### config.mk
export PLATFORM = sky130hd
export DESIGN_NAME = sst_div1000
export DESIGN_NICKNAME = d
export VERILOG_FILES = /design/src/design/sst_pkg.sv /design/src/design/sst_div1000.sv
export SDC_FILE = /design/constraint.sdc
export NUM_CORES = 1
export LEC_CHECK = 0
export ABC_CLOCK_PERIOD_IN_PS = 6350
export BUFFER_PORTS_ARGS = -buffer_cell sky130_fd_sc_hd__buf_2
export CAP_MARGIN = 10
export CORE_MARGIN = 2
export CORE_UTILIZATION = 55
export DETAILED_ROUTE_END_ITERATION = 8
export PLACE_DENSITY = 0.76
export SLEW_MARGIN = 5
export SYNTH_ARGS = -nofsm -noshare
export SYNTH_HDL_FRONTEND = slang
export SYNTH_SLANG_ARGS = --single-unit
### constraint.sdc
create_clock -name clk_i -period 6.35 [get_ports clk_i]
set_clock_uncertainty 0.15 [all_clocks]
set_input_delay 0 -clock clk_i [delete_from_list [all_inputs] [get_ports clk_i]]
set_output_delay 0 -clock clk_i [all_outputs]
set_load 0.03 [all_outputs]
### src/design/sst_pkg.sv
// Shared types and constants of the shot split time recorder.
// No dependencies; used by sst_div1000 and shot_split_time_recorder.
package sst_pkg;

  localparam int unsigned MAX_SHOTS_DEF = 64;

  // Function codes of the input item.
  localparam logic [2:0] FUNC_BEGIN   = 3'd0;
  localparam logic [2:0] FUNC_SHOT    = 3'd1;
  localparam logic [2:0] FUNC_END     = 3'd2;
  localparam logic [2:0] FUNC_ELAPSED = 3'd3;
  localparam logic [2:0] FUNC_SPLIT   = 3'd4;

  // Numerator of the divide by 1000, clamped: anything at or above 2^42 us
  // saturates every result that is taken from it.
  localparam int unsigned NUM_W = 42;
  localparam int unsigned QUO_W = 33;

  localparam logic [30:0] MAX31 = 31'h7FFF_FFFF;
  localparam logic [9:0]  ROUND_HALF_US = 10'd500;

  // n/1000 = x/125 with x = n >> 3 = xh * 2^20 + xl,
  // and 2^20 = 125 * 8388 + 76.
  localparam logic [13:0] DIV_HI_Q = 14'd8388;
  localparam logic [6:0]  DIV_HI_R = 7'd76;
  // ceil(2^33 / 125): exact floor(y / 125) for any y below 2^26
  localparam logic [26:0] DIV_RECIP = 27'd68719477;
  localparam int unsigned DIV_SHIFT = 33;

  typedef struct packed {
    logic en_a;  // numerator register to first stage
    logic en_b;  // first stage to second stage
  } sst_div_ctrl_t;

endpackage

### src/design/sst_div1000.sv
// Two-stage pipelined divide by 1000 of a 42-bit numerator.
// Depends on sst_pkg for widths, the reciprocal and the control struct.
module sst_div1000 (
  input  logic                         clk_i,
  input  sst_pkg::sst_div_ctrl_t       ctrl_i,
  input  logic [sst_pkg::NUM_W-1:0]    num_i,
  output logic [sst_pkg::QUO_W-1:0]    quo_o
);
  import sst_pkg::*;

  logic [18:0] xh;
  logic [19:0] xl;
  logic [25:0] y_d, y_q;
  logic [QUO_W-1:0] qh_a_d, qh_a_q, qh_b_q;
  logic [52:0] prod_q;

  assign xh = num_i[NUM_W-1:23];
  assign xl = num_i[22:3];

  // remainder part of the high half folded into the low half
  assign y_d    = {7'd0, xh} * {19'd0, DIV_HI_R} + {6'd0, xl};
  assign qh_a_d = {14'd0, xh} * {19'd0, DIV_HI_Q};

  always_ff @(posedge clk_i) begin
    if (ctrl_i.en_a) begin
      y_q    <= y_d;
      qh_a_q <= qh_a_d;
    end
    if (ctrl_i.en_b) begin
      prod_q <= 53'(y_q) * 53'(DIV_RECIP);
      qh_b_q <= qh_a_q;
    end
  end

  assign quo_o = qh_b_q + QUO_W'(prod_q[52:DIV_SHIFT]);

endmodule

==> out/results.ini <==
[timing]
final-hold-violation-count=0
relSlewSlack_pct=45.3
fin_hold_ws_ps=35.9
period_minus_slack_ps=6830
max_clock_freq_mhz=147
rsz0062_at_grt=true
tightest_slew_ps=821
finalSetupViolCount=17
slew_violations=0
setup_slack_ps=-476
setup_tns_ps=-5120
finalCritPeriodShare_pct=107

[setup_path]
cp.required_ps=6320
cp.arrival_ps=6790
r2r_cells=23
crit_type=reg2reg
crit-reg2reg-launch=y_q[9]
start_kind=flop
endpoint_kind=flop
r2r_slack_ps=-480
startpoint=y_q[9]
worstPathMaxFanout=4
rr_endpoint=prod_q[50]

[clocking]
cts_buffer_depth=2
clock_tree.root_cell=clkbuf_16
ctsHtreeMaxLevel=3
clock_latency_ps=370
cts_tree=yes
cts_buffers=9
clk_pin_slew_ps=80
clock_sinks=108

[global_route]
met1_usage_pct=33.5
first_global_vias=15075
track_usage_pct=26.2
met2_usage_pct=45.9
use_met3_pct=3.35
antenna_found_initial=1
grt_first_pass_wirelength_mm=74.2
grt_max_degree=58
top_usage_layer=met2
grt_overflow=0

[logic_synthesis]
synth_top_flop_cell=edfxtp_1
synth_area_leaders=ha_1 (28%), fa_1 (26%), edfxtp_1 (17%)
yosysTopAreaCellShare_pct=28.2
ys_ff_latch=108
netlist_instances=1921
ys_warn_count=0
avgSynthCellArea_um2=10.2
yosys-top-cells-count=inv_1 (542), ha_1 (440), fa_1 (255)
async_flop_share_pct=0
ys_types=62
synth_top_area_cell=ha_1
syn_nets=2661
seq_area_frac_synth_pct=16.6
synth-edff-count=108
yosysMostFrequentCell=inv_1
syn_area_mm2=0.0195

[min_path]
holdPathEnd=qh_a_q[6]
hp-start=num_i[27]
holdCritPathClass=in2reg
hold_depth=2

[finish]
nets=2902
final_core_util_pct=63.3
area_growth_pct=14.5
layout-drive-gt1-share_pct=14.3
fill_cells=2743
final_cell_count_no_fill=2629

[drt]
drtIter0Drc=712
wl_per_cell_um=17.7
num_vias=13964
drtAntennaViolNets=0
via_per_inst=5.31
wl_mm=46.5
firstDrtPassIters=5
drc_errors=0

[floorplanning]
die_h_um=192
die_w_um=192
start_util_pct=55.3
core-area_mm2=0.0353
rows=69
ios=78
die-area_mm2=0.0371

[run]
maxCapViolCount=0

[place]
place_congestion=0.977
dpl.hpwl_mm=39.7
dp.cells=2582
port_buffers=74

[run_status]
status=finished with violations
violations=negative setup slack

-- through the flow --
stage / cell area [um^2] / worst slack [ps]
6_report: 22400 / -476
5_1_grt: 22400 / -664
4_1_cts: 22200 / -417
3_5_place_dp: 21500 / -593
3_3_place_gp: 21500 / -569
2_1_floorplan: 19600 / -89.7
-- cell families (layout without fill, tap and decap cells) --
group           Yosys count  count (layout)  synth area share (%)
compound gates          247             247                  8.52
simple gates            223             223                  5.52
xor+xnor                 99              99                  4.44
fa+ha+maj               695             695                  54.3
other cells               0               1                     0
buf+inv                 549             795                  10.6
flops                   108             108                  16.6
-- per-layer routing --
metal / vias to the layer above / wire length [um]
met5: - / 0
met4: 0 / 1450
met3: 90 / 2310
met2: 330 / 22800
met1: 6847 / 19900
li1: 6697 / -
-- area by class of cell --
type                    count  area [um^2]  share of cell area (%)
flip-flops and latches    108         3240                    14.5
clock inverters             7         86.3                   0.386
repair buffers            237         1680                    7.52
well taps                 461          577                    2.58
multi-input cells        1264        14500                    64.9
inverters                 542         2030                    9.09
diodes                      1         2.50                  0.0112
clock buffers               9          225                    1.01
-- placed cells by master, fill, tap and decap left out, types with 16 or more instances in the layout --
| cell | n |
|---|---|
| buf_2 | 74 |
| nor2b_1 | 16 |
| edfxtp_1 | 108 |
| nand2_1 | 46 |
| o21ai_0 | 38 |
| xnor2_1 | 69 |
| xor2_1 | 27 |
| a21o_1 | 30 |
| buf_4 | 135 |
| fa_1 | 250 |
| ha_1 | 429 |
| a21oi_1 | 64 |
| o21a_1 | 21 |
| inv_1 | 529 |
| nand3_1 | 17 |
| nor2_1 | 68 |
| nor3_1 | 17 |
-- critical path: stages (launching register included) --
cell      delay [ps]
edfxtp_1         520
buf_6            200
ha_1             220
inv_2             90
fa_1             430
fa_1             480
fa_1             520
inv_1             50
fa_1             550
fa_1             430
fa_1             440
ha_1             300
buf_4            160
a311o_1          350
nor3_1           260
nor4_2            90
o41ai_2           70
buf_4            190
a21oi_4           60
o31a_1           380
a31o_4           290
buf_4            140
a21oi_2          130
xnor2_1           80
-- state kept, by name, summed over array words and instances, names as in the netlist --
| register | cells |
|---|---|
| y_q | 26 |
| qh_a_q | 31 |
| qh_b_q | 31 |
| prod_q | 20 |
-- how the worst max path moves through the flow --
stage | endpoint
after floorplan | prod_q[51]
final | prod_q[50]
after detailed placement | prod_q[51]
after global routing | prod_q[50]
after global placement | prod_q[51]
after CTS | prod_q[52]
-- timing repair --
action	in CTS	in global routing
resized for setup	46	31
setup endpoints to repair	18	19
setup buffers	20	6
pin swaps	24	45
endpoints found under the hold margin	12	0
hold buffers	13	0
Power is left out: the tool's default activity adds up to more than one toggle a clock period on the data nets, which glitch-free logic cannot reach.
